### src/gpt_header_validator_unit_assert.svh
// Assertion macros used by the GPT header validator top level.
`ifndef GPT_HEADER_VALIDATOR_UNIT_ASSERT_SVH
`define GPT_HEADER_VALIDATOR_UNIT_ASSERT_SVH

// Same-cycle implication, sampled on clk, off while rst is high.
`define GPTHV_ASSERT_SAME(label, ante, cons, msg) \
  label: assert property (@(posedge clk) disable iff (rst) (ante) |-> (cons)) \
    else $error(msg);

// Next-cycle implication, sampled on clk, off while rst is high.
`define GPTHV_ASSERT_NEXT(label, ante, cons, msg) \
  label: assert property (@(posedge clk) disable iff (rst) (ante) |=> (cons)) \
    else $error(msg);

`endif

### src/gpthv_pkg.sv
// Types, constants and CRC helpers for the GPT header validator.
package gpthv_pkg;

  localparam int unsigned SECTOR_BYTES  = 512;
  localparam int unsigned HDR_MIN_BYTES = 92;
  localparam logic [31:0] CRC_POLY      = 32'hEDB8_8320;
  localparam logic [31:0] CRC_INIT      = 32'hFFFF_FFFF;
  localparam logic [31:0] IDX_MAX       = 32'hFFFF_FFFF;

  // Header field offsets
  localparam logic [31:0] OFS_SIG_END   = 32'h08;
  localparam logic [31:0] OFS_HDR_SIZE  = 32'h0C;
  localparam logic [31:0] OFS_HDR_CRC   = 32'h10;
  localparam logic [31:0] OFS_OWN_LBA   = 32'h18;
  localparam logic [31:0] OFS_ARR_LBA   = 32'h48;
  localparam logic [31:0] OFS_ENT_CNT   = 32'h50;
  localparam logic [31:0] OFS_ENT_SIZE  = 32'h54;
  localparam logic [31:0] OFS_ARR_CRC   = 32'h58;

  // "EFI PART"
  localparam logic [7:0] SIG_BYTES [8] = '{8'h45, 8'h46, 8'h49, 8'h20,
                                           8'h50, 8'h41, 8'h52, 8'h54};

  typedef enum logic [2:0] {
    ST_OK        = 3'd0,
    ST_BAD_SIG   = 3'd1,
    ST_HDR_CRC   = 3'd2,
    ST_LBA       = 3'd3,
    ST_ARRAY_CRC = 3'd4,
    ST_HDR_SIZE  = 3'd5,
    ST_SEQ       = 3'd6
  } status_t;

  typedef enum logic {
    REQ_HEADER = 1'b0,
    REQ_ARRAY  = 1'b1
  } req_t;

  typedef struct packed {
    logic       req_type;
    logic [7:0] data_byte;
    logic       last;
  } in_item_t;

  typedef struct packed {
    status_t     status;
    logic        final_res;
    logic [63:0] entry_array_lba;
    logic [31:0] entry_array_bytes;
  } out_item_t;

  // Result handed from the core to the output stage
  typedef struct packed {
    logic      valid;
    out_item_t item;
  } res_t;

  // Reflected CRC-32, one byte
  function automatic logic [31:0] crc_byte(input logic [31:0] c_in, input logic [7:0] b);
    logic [31:0] c;
    c = c_in ^ {24'd0, b};
    for (int k = 0; k < 8; k++) begin
      c = c[0] ? ((c >> 1) ^ CRC_POLY) : (c >> 1);
    end
    return c;
  endfunction

  function automatic logic [31:0] put_byte32(input logic [31:0] v, input logic [1:0] lane,
                                             input logic [7:0] b);
    logic [31:0] r;
    r = v;
    r[lane*8 +: 8] = b;
    return r;
  endfunction

  function automatic logic [63:0] put_byte64(input logic [63:0] v, input logic [2:0] lane,
                                             input logic [7:0] b);
    logic [63:0] r;
    r = v;
    r[lane*8 +: 8] = b;
    return r;
  endfunction

endpackage

### src/gpthv_core.sv
// Per-byte state update, field capture, CRC and verdict logic.
module gpthv_core
  import gpthv_pkg::*;
(
  input  logic        clk,
  input  logic        rst,
  input  logic        in_fire,
  input  in_item_t    in_item,
  input  logic        cfg_we,
  input  logic [63:0] cfg_lba,
  output res_t        res
);

  logic [63:0] expected_lba;
  logic [31:0] byte_index, byte_index_next;
  logic [31:0] running_crc, running_crc_next;
  logic [31:0] stored_header_crc, stored_header_crc_next;
  logic [31:0] header_size, header_size_next;
  logic [63:0] own_lba, own_lba_next;
  logic [63:0] array_lba, array_lba_next;
  logic [31:0] entry_count, entry_count_next;
  logic [31:0] entry_size, entry_size_next;
  logic [31:0] stored_array_crc, stored_array_crc_next;
  logic        signature_ok, signature_ok_next;
  logic        awaiting_array, awaiting_array_next;
  logic [31:0] array_bytes;

  logic [31:0] idx_inc;
  logic [31:0] crc_new;
  logic [7:0]  fed;
  logic        in_hdr;
  status_t     verdict;

  function automatic logic in_field(input logic [31:0] idx, input logic [31:0] base,
                                    input logic [31:0] len);
    return (idx >= base) && (idx < base + len);
  endfunction

  assign idx_inc = (byte_index == IDX_MAX) ? byte_index : byte_index + 32'd1;
  assign in_hdr  = byte_index < 32'(SECTOR_BYTES);

  always_comb begin
    byte_index_next        = byte_index;
    running_crc_next       = running_crc;
    stored_header_crc_next = stored_header_crc;
    header_size_next       = header_size;
    own_lba_next           = own_lba;
    array_lba_next         = array_lba;
    entry_count_next       = entry_count;
    entry_size_next        = entry_size;
    stored_array_crc_next  = stored_array_crc;
    signature_ok_next      = signature_ok;
    awaiting_array_next    = awaiting_array;
    res                    = '0;
    fed                    = in_item.data_byte;
    crc_new                = running_crc;
    verdict                = ST_OK;

    if (in_fire) begin
      if (in_item.req_type == REQ_HEADER) begin
        if (awaiting_array) begin
          // header byte while the array is expected: drop and restart
          res.valid           = 1'b1;
          res.item.status     = ST_SEQ;
          res.item.final_res  = 1'b1;
          byte_index_next     = '0;
          running_crc_next    = CRC_INIT;
          signature_ok_next   = 1'b1;
          awaiting_array_next = 1'b0;
        end else begin
          if (in_hdr) begin
            if (byte_index < OFS_SIG_END &&
                in_item.data_byte != SIG_BYTES[byte_index[2:0]])
              signature_ok_next = 1'b0;
            if (in_field(byte_index, OFS_HDR_SIZE, 32'd4))
              header_size_next = put_byte32(header_size, byte_index[1:0], in_item.data_byte);
            if (in_field(byte_index, OFS_HDR_CRC, 32'd4)) begin
              stored_header_crc_next = put_byte32(stored_header_crc, byte_index[1:0],
                                                  in_item.data_byte);
              fed = 8'd0;
            end
            if (in_field(byte_index, OFS_OWN_LBA, 32'd8))
              own_lba_next = put_byte64(own_lba, byte_index[2:0], in_item.data_byte);
            if (in_field(byte_index, OFS_ARR_LBA, 32'd8))
              array_lba_next = put_byte64(array_lba, byte_index[2:0], in_item.data_byte);
            if (in_field(byte_index, OFS_ENT_CNT, 32'd4))
              entry_count_next = put_byte32(entry_count, byte_index[1:0], in_item.data_byte);
            if (in_field(byte_index, OFS_ENT_SIZE, 32'd4))
              entry_size_next = put_byte32(entry_size, byte_index[1:0], in_item.data_byte);
            if (in_field(byte_index, OFS_ARR_CRC, 32'd4))
              stored_array_crc_next = put_byte32(stored_array_crc, byte_index[1:0],
                                                 in_item.data_byte);
            if (byte_index < OFS_HDR_CRC || byte_index < header_size)
              crc_new = crc_byte(running_crc, fed);
          end
          running_crc_next = crc_new;
          byte_index_next  = idx_inc;

          if (in_item.last) begin
            // fields are all captured well before the last byte of a full sector
            if (idx_inc != 32'(SECTOR_BYTES))           verdict = ST_SEQ;
            else if (!signature_ok)                     verdict = ST_BAD_SIG;
            else if (header_size > 32'(SECTOR_BYTES))   verdict = ST_HDR_SIZE;
            else if (header_size < 32'(HDR_MIN_BYTES))  verdict = ST_SEQ;
            else if (~crc_new != stored_header_crc)     verdict = ST_HDR_CRC;
            else if (own_lba != expected_lba)           verdict = ST_LBA;
            else                                        verdict = ST_OK;

            byte_index_next     = '0;
            running_crc_next    = CRC_INIT;
            signature_ok_next   = 1'b1;
            awaiting_array_next = 1'b0;
            res.valid           = 1'b1;
            res.item.final_res  = 1'b1;
            res.item.status     = verdict;
            if (verdict == ST_OK) begin
              res.item.entry_array_lba   = array_lba;
              res.item.entry_array_bytes = array_bytes;
              if (array_bytes == 32'd0) begin
                // empty array: its CRC is zero
                res.item.status = (stored_array_crc == 32'd0) ? ST_OK : ST_ARRAY_CRC;
              end else begin
                res.item.final_res  = 1'b0;
                awaiting_array_next = 1'b1;
              end
            end
          end
        end
      end else begin
        if (!awaiting_array) begin
          res.valid          = 1'b1;
          res.item.status    = ST_SEQ;
          res.item.final_res = 1'b1;
          byte_index_next    = '0;
          running_crc_next   = CRC_INIT;
          signature_ok_next  = 1'b1;
        end else begin
          crc_new          = crc_byte(running_crc, in_item.data_byte);
          running_crc_next = crc_new;
          byte_index_next  = idx_inc;
          if (in_item.last) begin
            if (idx_inc != array_bytes)                verdict = ST_SEQ;
            else if (~crc_new != stored_array_crc)     verdict = ST_ARRAY_CRC;
            else                                       verdict = ST_OK;
            res.valid          = 1'b1;
            res.item.status    = verdict;
            res.item.final_res = 1'b1;
            if (verdict != ST_SEQ) begin
              res.item.entry_array_lba   = array_lba;
              res.item.entry_array_bytes = array_bytes;
            end
            byte_index_next     = '0;
            running_crc_next    = CRC_INIT;
            signature_ok_next   = 1'b1;
            awaiting_array_next = 1'b0;
          end
        end
      end
    end
  end

  always_ff @(posedge clk) begin
    if (rst) begin
      expected_lba      <= 64'd1;
      byte_index        <= '0;
      running_crc       <= CRC_INIT;
      stored_header_crc <= '0;
      header_size       <= '0;
      own_lba           <= '0;
      array_lba         <= '0;
      entry_count       <= '0;
      entry_size        <= '0;
      stored_array_crc  <= '0;
      signature_ok      <= 1'b1;
      awaiting_array    <= 1'b0;
    end else begin
      if (cfg_we)
        expected_lba <= cfg_lba;
      byte_index        <= byte_index_next;
      running_crc       <= running_crc_next;
      stored_header_crc <= stored_header_crc_next;
      header_size       <= header_size_next;
      own_lba           <= own_lba_next;
      array_lba         <= array_lba_next;
      entry_count       <= entry_count_next;
      entry_size        <= entry_size_next;
      stored_array_crc  <= stored_array_crc_next;
      signature_ok      <= signature_ok_next;
      awaiting_array    <= awaiting_array_next;
    end
  end

  // Array length, registered; count and size settle hundreds of bytes before use
  always_ff @(posedge clk) begin
    array_bytes <= 32'(entry_count * entry_size);
  end

endmodule

### src/gpthv_out_stage.sv
// Output register holding one result until the sink takes it.
module gpthv_out_stage
  import gpthv_pkg::*;
(
  input  logic      clk,
  input  logic      rst,
  input  logic      load,
  input  out_item_t load_item,
  output logic      in_ready,
  output logic      out_valid,
  input  logic      out_ready,
  output out_item_t out_data
);

  logic out_valid_next;

  // a new item may enter while the held result leaves in the same cycle
  assign in_ready = !out_valid || out_ready;

  always_comb begin
    out_valid_next = out_valid;
    if (load)
      out_valid_next = 1'b1;
    else if (out_ready)
      out_valid_next = 1'b0;
  end

  always_ff @(posedge clk) begin
    if (rst) begin
      out_valid <= 1'b0;
    end else begin
      out_valid <= out_valid_next;
    end
  end

  always_ff @(posedge clk) begin
    if (load)
      out_data <= load_item;
  end

endmodule

### src/gpt_header_validator_unit.sv
// Top level of the GPT header validator: core logic plus output register.
//
//  channel  | direction | handshake          | payload
//  ---------+-----------+--------------------+---------------------------------
//  in       | sink      | in_valid/in_ready  | in_data: req_type, data_byte, last
//  out      | source    | out_valid/out_ready| out_data: status, final_res, lba, bytes
//  cfg      | sink      | cfg_valid/cfg_ready| cfg_data: expected_lba
//
// One byte per cycle while in_ready is high; a result appears in out_data in the cycle
// after the segment's last byte; CRC update and verdict are combinational in the core.
// Synchronous active-high rst; expected_lba resets to 1, cfg_ready is always high.
// in_ready drops only while a result is held and out_ready is low.
`include "gpt_header_validator_unit_assert.svh"

module gpt_header_validator_unit
  import gpthv_pkg::*;
(
  input  logic        clk,
  input  logic        rst,
  input  logic        in_valid,
  output logic        in_ready,
  input  in_item_t    in_data,
  output logic        out_valid,
  input  logic        out_ready,
  output out_item_t   out_data,
  input  logic        cfg_valid,
  output logic        cfg_ready,
  input  logic [63:0] cfg_data
);

  logic in_fire;
  res_t res;

  assign cfg_ready = 1'b1;
  assign in_fire   = in_valid && in_ready;

  gpthv_core u_core (
    .clk     (clk),
    .rst     (rst),
    .in_fire (in_fire),
    .in_item (in_data),
    .cfg_we  (cfg_valid && cfg_ready),
    .cfg_lba (cfg_data),
    .res     (res)
  );

  gpthv_out_stage u_out (
    .clk       (clk),
    .rst       (rst),
    .load      (in_fire && res.valid),
    .load_item (res.item),
    .in_ready  (in_ready),
    .out_valid (out_valid),
    .out_ready (out_ready),
    .out_data  (out_data)
  );

  `GPTHV_ASSERT_SAME(a_stall_blocks_input, out_valid && !out_ready, !in_ready,
                     "input accepted while a result is stalled")
  `GPTHV_ASSERT_NEXT(a_result_lands, in_fire && res.valid, out_valid,
                     "result of an accepted transaction was lost")
  `GPTHV_ASSERT_SAME(a_pending_is_ok, out_valid && !out_data.final_res,
                     out_data.status == ST_OK, "non-final verdict with a failing status")
  `GPTHV_ASSERT_SAME(a_fields_zero,
                     out_valid && out_data.status != ST_OK &&
                     out_data.status != ST_ARRAY_CRC,
                     out_data.entry_array_lba == 64'd0 &&
                     out_data.entry_array_bytes == 32'd0,
                     "fields reported with an early failure status")
  `GPTHV_ASSERT_SAME(a_seq_is_final, out_valid && out_data.status == ST_SEQ,
                     out_data.final_res, "sequence error not final")

endmodule

### config.mk
export PLATFORM = sky130hd
export DESIGN_NAME = gpt_header_validator_unit
export DESIGN_NICKNAME = d
export VERILOG_FILES = /design/src/gpthv_pkg.sv /design/src/gpthv_core.sv /design/src/gpthv_out_stage.sv /design/src/gpt_header_validator_unit.sv
export VERILOG_INCLUDE_DIRS = /design/src /design/src/src
export SDC_FILE = /design/constraint.sdc
export NUM_CORES = 2
export LEC_CHECK = 0
export ABC_CLOCK_PERIOD_IN_PS = 10200
export BUFFER_PORTS_ARGS = -buffer_cell sky130_fd_sc_hd__buf_4
export CAP_MARGIN = 15
export CELL_PAD_IN_SITES_DETAIL_PLACEMENT = 1
export CELL_PAD_IN_SITES_GLOBAL_PLACEMENT = 1
export CORE_MARGIN = 2
export CORE_UTILIZATION = 49
export CTS_CLUSTER_SIZE = 20
export DETAILED_ROUTE_END_ITERATION = 10
export GPL_TIMING_DRIVEN = 0
export PLACE_DENSITY = 0.79
export SYNTH_ARGS = -nofsm -noshare
export SYNTH_HDL_FRONTEND = slang
export SYNTH_SLANG_ARGS = --single-unit
### constraint.sdc
create_clock -name clk -period 10.2 [get_ports clk]
set_input_delay 1.02 -clock clk [delete_from_list [all_inputs] [get_ports clk]]
set_output_delay 1.02 -clock clk [all_outputs]
set_load 0.02 [all_outputs]
Yosys cells after proc, flatten, opt, wreduce, memory -nomap -nowiden:

Memory sizes are Yosys's and may differ from the RTL's.
Index checks and enable logic that the tools add are counted.

* bits in read-only memories: 64
* logic and storage cells: 196
* output and inout port bits: 103
* input bits: 79
* register bits: 551
* memories kept: 1

* mux-type cells: 90
* equality and inequality tests: 9
* bitwise operators: 23
* reductions and logical operators: 27
* order comparisons: 20
* multipliers: 1
* add/subtract/negate cells: 3
* shifts and indexed selects: 4

Memories
* (no name shown): depth 8, bits a word 8, read ports 1, clocked after memory_dff 0, wr ports 0, line gpthv_core.sv:73 `in_item.data_byte != SIG_BYTES[byte_index[2:0]])`

Operator list (number)
* $mux W32: 31
* $mux W101: 4
* $mux W96: 3
* $not A13 Y14: 16
* $bwmux W32: 5
* $lt A32 B7 Y1 const B: 5
* $bwmux W64: 2
* $ge A32 B7 Y1 const B: 4
* $mux W100: 1
* $ne A32 B32 Y1: 3
* $ge A32 B5 Y1 const B: 2
* $logic_not A32 Y1: 2
* $lt A32 B5 Y1 const B: 2
* $ne A64 B64 Y1: 1
* $not A32 Y32: 2
* $shift A8 B34 Y64 const A: 1
* $shiftx A8 B34 Y64: 1
* $xor A32 B8 Y32: 2
* $mux W8: 7
* $mux W3: 17
* $reduce_and A5 Y1: 7
* $neg A5 Y34: 1
* $neg A6 Y34: 1
* $shift A8 B34 Y32 const A: 1
* other kinds (26): 56

Longest topological paths before layout:

* depth after elaboration: 48
* mapped depth: 29
* gate-level depth less buffers: 27

Hierarchy:

A second synthesis with hierarchy kept.

* cells, all modules: 5164
* area, all modules: 43912.1 um2

By module, submodules not included
* gpthv_core: sequential area each 9008.6 um2, area each 40839.2 um2, cells each 5056, times used 1
* gpthv_out_stage: sequential area each 3022.9 um2, area each 3049.2 um2, cells each 104, times used 1
* gpt_header_validator_unit: sequential area each 0.0 um2, area each 23.8 um2, cells each 4, times used 1

Worst setup path after synthesis:

OpenSTA, ideal clock, no wires.

* path kind: register -> register
* start: reg u_core.entry_size[4]
* end: reg u_core.array_bytes[31]
* arrival: 7408 ps
* slack: 2720 ps
* path buffers: 2
* stages on the path, launching flop included: 27
* library setup time: 72 ps
* data required time: 10128 ps
* clock period less this slack: 7480 ps
* cells stage by stage: dfxtp_1 > clkbuf_1 > clkbuf_1 > nand2_1 > fa_1 > inv_1 > fa_1 > inv_1 > fa_1 > inv_1 > fa_1 > inv_1 > fa_1 > inv_1 > ha_1 > inv_1 > fa_1 > inv_1 > fa_1 > ha_1 > a211o_1 > o311ai_0 > a21oi_1 > or4b_2 > a31o_2 > a21oi_1 > xnor2_1

* cells in the longest elaborated chain, start to end: 1

RTL lines
* from (decl): line gpthv_core.sv:22 `logic [31:0] entry_size, entry_size_next;`
* from (signal assigned): line gpthv_core.sv:186 `entry_size <= entry_size_next;`
* $mul A32 B32 Y32: line gpthv_core.sv:195 `array_bytes <= 32'(entry_count * entry_size);`
* to (signal assigned): line gpthv_core.sv:195
* to (decl): line gpthv_core.sv:26 `logic [31:0] array_bytes;`

Every way passes these cells.
A chain may end at the register's enable or synchronous reset.

Worst setup path after layout:

* start: reg u_core.entry_count[4]
* end: reg u_core.array_bytes[31]

* cells in the longest elaborated chain, start to end: 1

RTL lines
* from (decl): line gpthv_core.sv:21 `logic [31:0] entry_count, entry_count_next;`
* from (signal assigned): line gpthv_core.sv:185 `entry_count <= entry_count_next;`
* $mul A32 B32 Y32: line gpthv_core.sv:195

Every way passes these cells.

==> out/metrics.yaml <==
cts_tree: "yes"
p_per_area_nw_per_um2: 120
grtUsageTotal_pct: 38.3
root_buffer: "clkbuf_16"
clk_latency_ns: 0.67
cpMaxStageDelayCell: "clkbuf_1"
ys_seq_elements: 551
required_ns: 10.70
hold_viol: 0
ys.flop_type: "dfxtp_1"
synth_cells: 4934
wirelength_mm: 175
layout.nets: 5834
fin_area_um2: 48600
die_y_um: 302
syn_nets: 5585
area_delta_synth_final_pct: 12.1
cts_buffer_depth: 3
syn_area_per_cell_um2: 8.79
numCtsBuffers: 67
pre_cts_ws_ns: 0.463
synthTopCellsByArea: "dfxtp_1 21%, fa_1 19%, nand2_1 7.6%"
dp_hpwl_mm: 135
rows: 109
setup_tns_ns: 0
gp_congestion: 0.999
crit_arrival_ns: 10.14
ys.warnings.count: 0
via_per_inst: 5.94
synth_area_leader_cell: "dfxtp_1"
startpoint_type: "register"
ir_drop_mv: 0.112
n_fill_cell: 10500
placed_area_um2: 46300
grt_pass1_vias: 40200
yosysSeqAreaShare_pct: 27.7
cpMostUsedCell: "fa_1"
grt_antenna_before_repair: 3
grt_pass1_wl_mm: 257
synth_cell_type_count: 87
clock.fmax_mhz: 104
worstPathMaxFanout: 10
clock_sinks: 551
synth_edf_count: 100
grt_max_degree: 66
min_period_over_period_pct: 94.6
cts-htree-levels: 3
drc: 0
worstHoldPathType: "reg -> reg"
clk_pin_slew_ns: 0.06
dieArea_um2: 90900
synth.cell_area_um2: 43400
maxCapViolCount: 0
finalCriticalPeriod_ns: 9.65
leakagePower_nw: 19.9
drive_gt1_share_pct: 8.13
io_pins: 182
post_cts.repair.setup_buffers: 0
detail_route.wl_per_cell_um: 27.3
setup_ws_ns: 0.555
rsz0062_at_grt: "no"
finalSetupViolCount: 0
core_um2: 88100
max_stage_delay_ns: 0.79
outcome: "finished, final reports clean"
critPathCaptureType: "register"
path_class: "reg -> reg"
drtAntennaViolNets: 0
fin_skew_ns: 0.0571
synth_top_area_share_pct: 20.8
grt_overflow: 0
die_w_um: 302
io_buffers: 173
dr.first_iter.drc_count: 3414
start_util_pct: 49.2
num_vias: 38000
dp_cells: 6278
tightestPinTransition_ns: 1.32
async_reset_ff_share_pct: 0
final_cells: 6403
timing.slew.headroom_pct: 11.4
drv_slew: 0
drtPass1Iterations: 6
-- cells in the final DEF (no fill, tap or decap), types with 182 or more instances in the layout --
cell | netlist | routed
nor2_1 | 254 | 254
xnor2_1 | 340 | 340
clkbuf_1 | 251 | 262
dfxtp_1 | 451 | 451
fa_1 | 408 | 408
nand2_1 | 873 | 873
inv_1 | 503 | 502
and2_1 | 278 | 278
a21oi_1 | 307 | 307
buf_4 | 5 | 182
-- state kept, by name, indices dropped and copies added (netlist names) --
signal                    flops
u_core.array_bytes           32
u_core.array_lba             64
u_core.awaiting_array         1
u_core.byte_index            32
u_core.entry_count           32
u_core.entry_size            32
u_core.expected_lba          64
u_core.header_size           32
u_core.own_lba               64
u_core.running_crc           32
u_core.signature_ok           1
u_core.stored_array_crc      32
u_core.stored_header_crc     32
u_out.out_data              100
u_out.out_valid               1
-- final cells by class --
type                            instances  area [um^2]  share of cell area (%)
Tap cell                             1165         1460                    3.00
Multi-Input combinational cell       3572        28200                    58.1
Clock inverter                         34          484                   0.996
Clock buffer                           89         1880                    3.87
Sequential cell                       551        12000                    24.7
Inverter                              504         1890                    3.90
Antenna cell                            1         2.50                 0.00515
Buffer                                307         1260                    2.59
Timing Repair Buffer                  180         1380                    2.84
-- worst max-delay path: cells and delay by family (launching register included) --
family          cells  cell delay, ns
compound gates      6            1.93
xor+xnor            1            0.25
fa+ha+maj           9            3.92
buf+inv             5            1.68
flops               1            0.33
simple gates        4            1.33
-- cells in the mapped netlist, drive strengths merged (52+ instances only) --
cell and n:
xor2 114, nor4 69, buf 56, a21oi 307, nor3 57, clkbuf 251
edfxtp 100, xnor2 345, fa 408, nand3 59, nor2 254, and2 278
ha 164, nand4 52, inv 503, nand2 873, nor3b 100, dfxtp 451
o21ai 52, mux2i 141
-- routing by layer --
metal	part of all wire, %	GRT usage [%]	wire [um]
met5	0	0	0
met1	39	48.1	68300
met3	7.8	6.89	13700
met4	6.2	20.9	10800
met2	47	62.6	82000
-- through the flow --
stage | power (mW) | util [%] | hold WS (ns)
finish | 5.83 | 55.2 | 0.451
global route | 5.97 | 55.2 | 0.468
CTS | 5.82 | 55.2 | 0.450
detailed placement | 3.29 | 52.5 | 0.441
global placement | 3.27 | 52.4 | 0.434
floorplan | 2.95 | - | 0.426
-- cells by family (layout without fill, tap and decap cells) --
group	after synthesis	count (layout)	synth area share [%]
other	1	2	0.00864
AND/OR/NAND/NOR	1845	1845	20.9
multiplexers	141	141	3.25
buffers and inverters	811	1114	7.26
adder cells (fa/ha/maj)	572	572	23.6
flip-flops	551	551	27.7
XOR/XNOR	467	467	9.85
AO/OA/AOI/OAI	546	546	7.46
-- where the power goes --
group          switching (mW)  internal (mW)  total, mW
Sequential             0.0363           2.26       2.30
Clock                    1.11           1.46       2.57
Combinational           0.614          0.351      0.965
-- worst paths after layout --
path | startpoint | end | slack [ns] | cells after the start
max | u_core.entry_count[4]$_SDFFE_PP0P_ | u_core.array_bytes[31]$_DFF_P_ | 0.55 | 25
min | u_core.array_lba[46]$_SDFFE_PP0P_ | u_core.array_lba[46]$_SDFFE_PP0P_ | 0.45 | 2
max reg2reg | u_core.entry_count[4]$_SDFFE_PP0P_ | u_core.array_bytes[31]$_DFF_P_ | 0.55 | 25
min reg2reg | u_core.array_lba[46]$_SDFFE_PP0P_ | u_core.array_lba[46]$_SDFFE_PP0P_ | 0.45 | 2
-- timing repair --
action	CTS	global route
hold buffers	0	0
gates resized for setup	0	1
endpoints found under the setup margin	0	1
No activity file was read; power rests on OpenSTA's default activity.
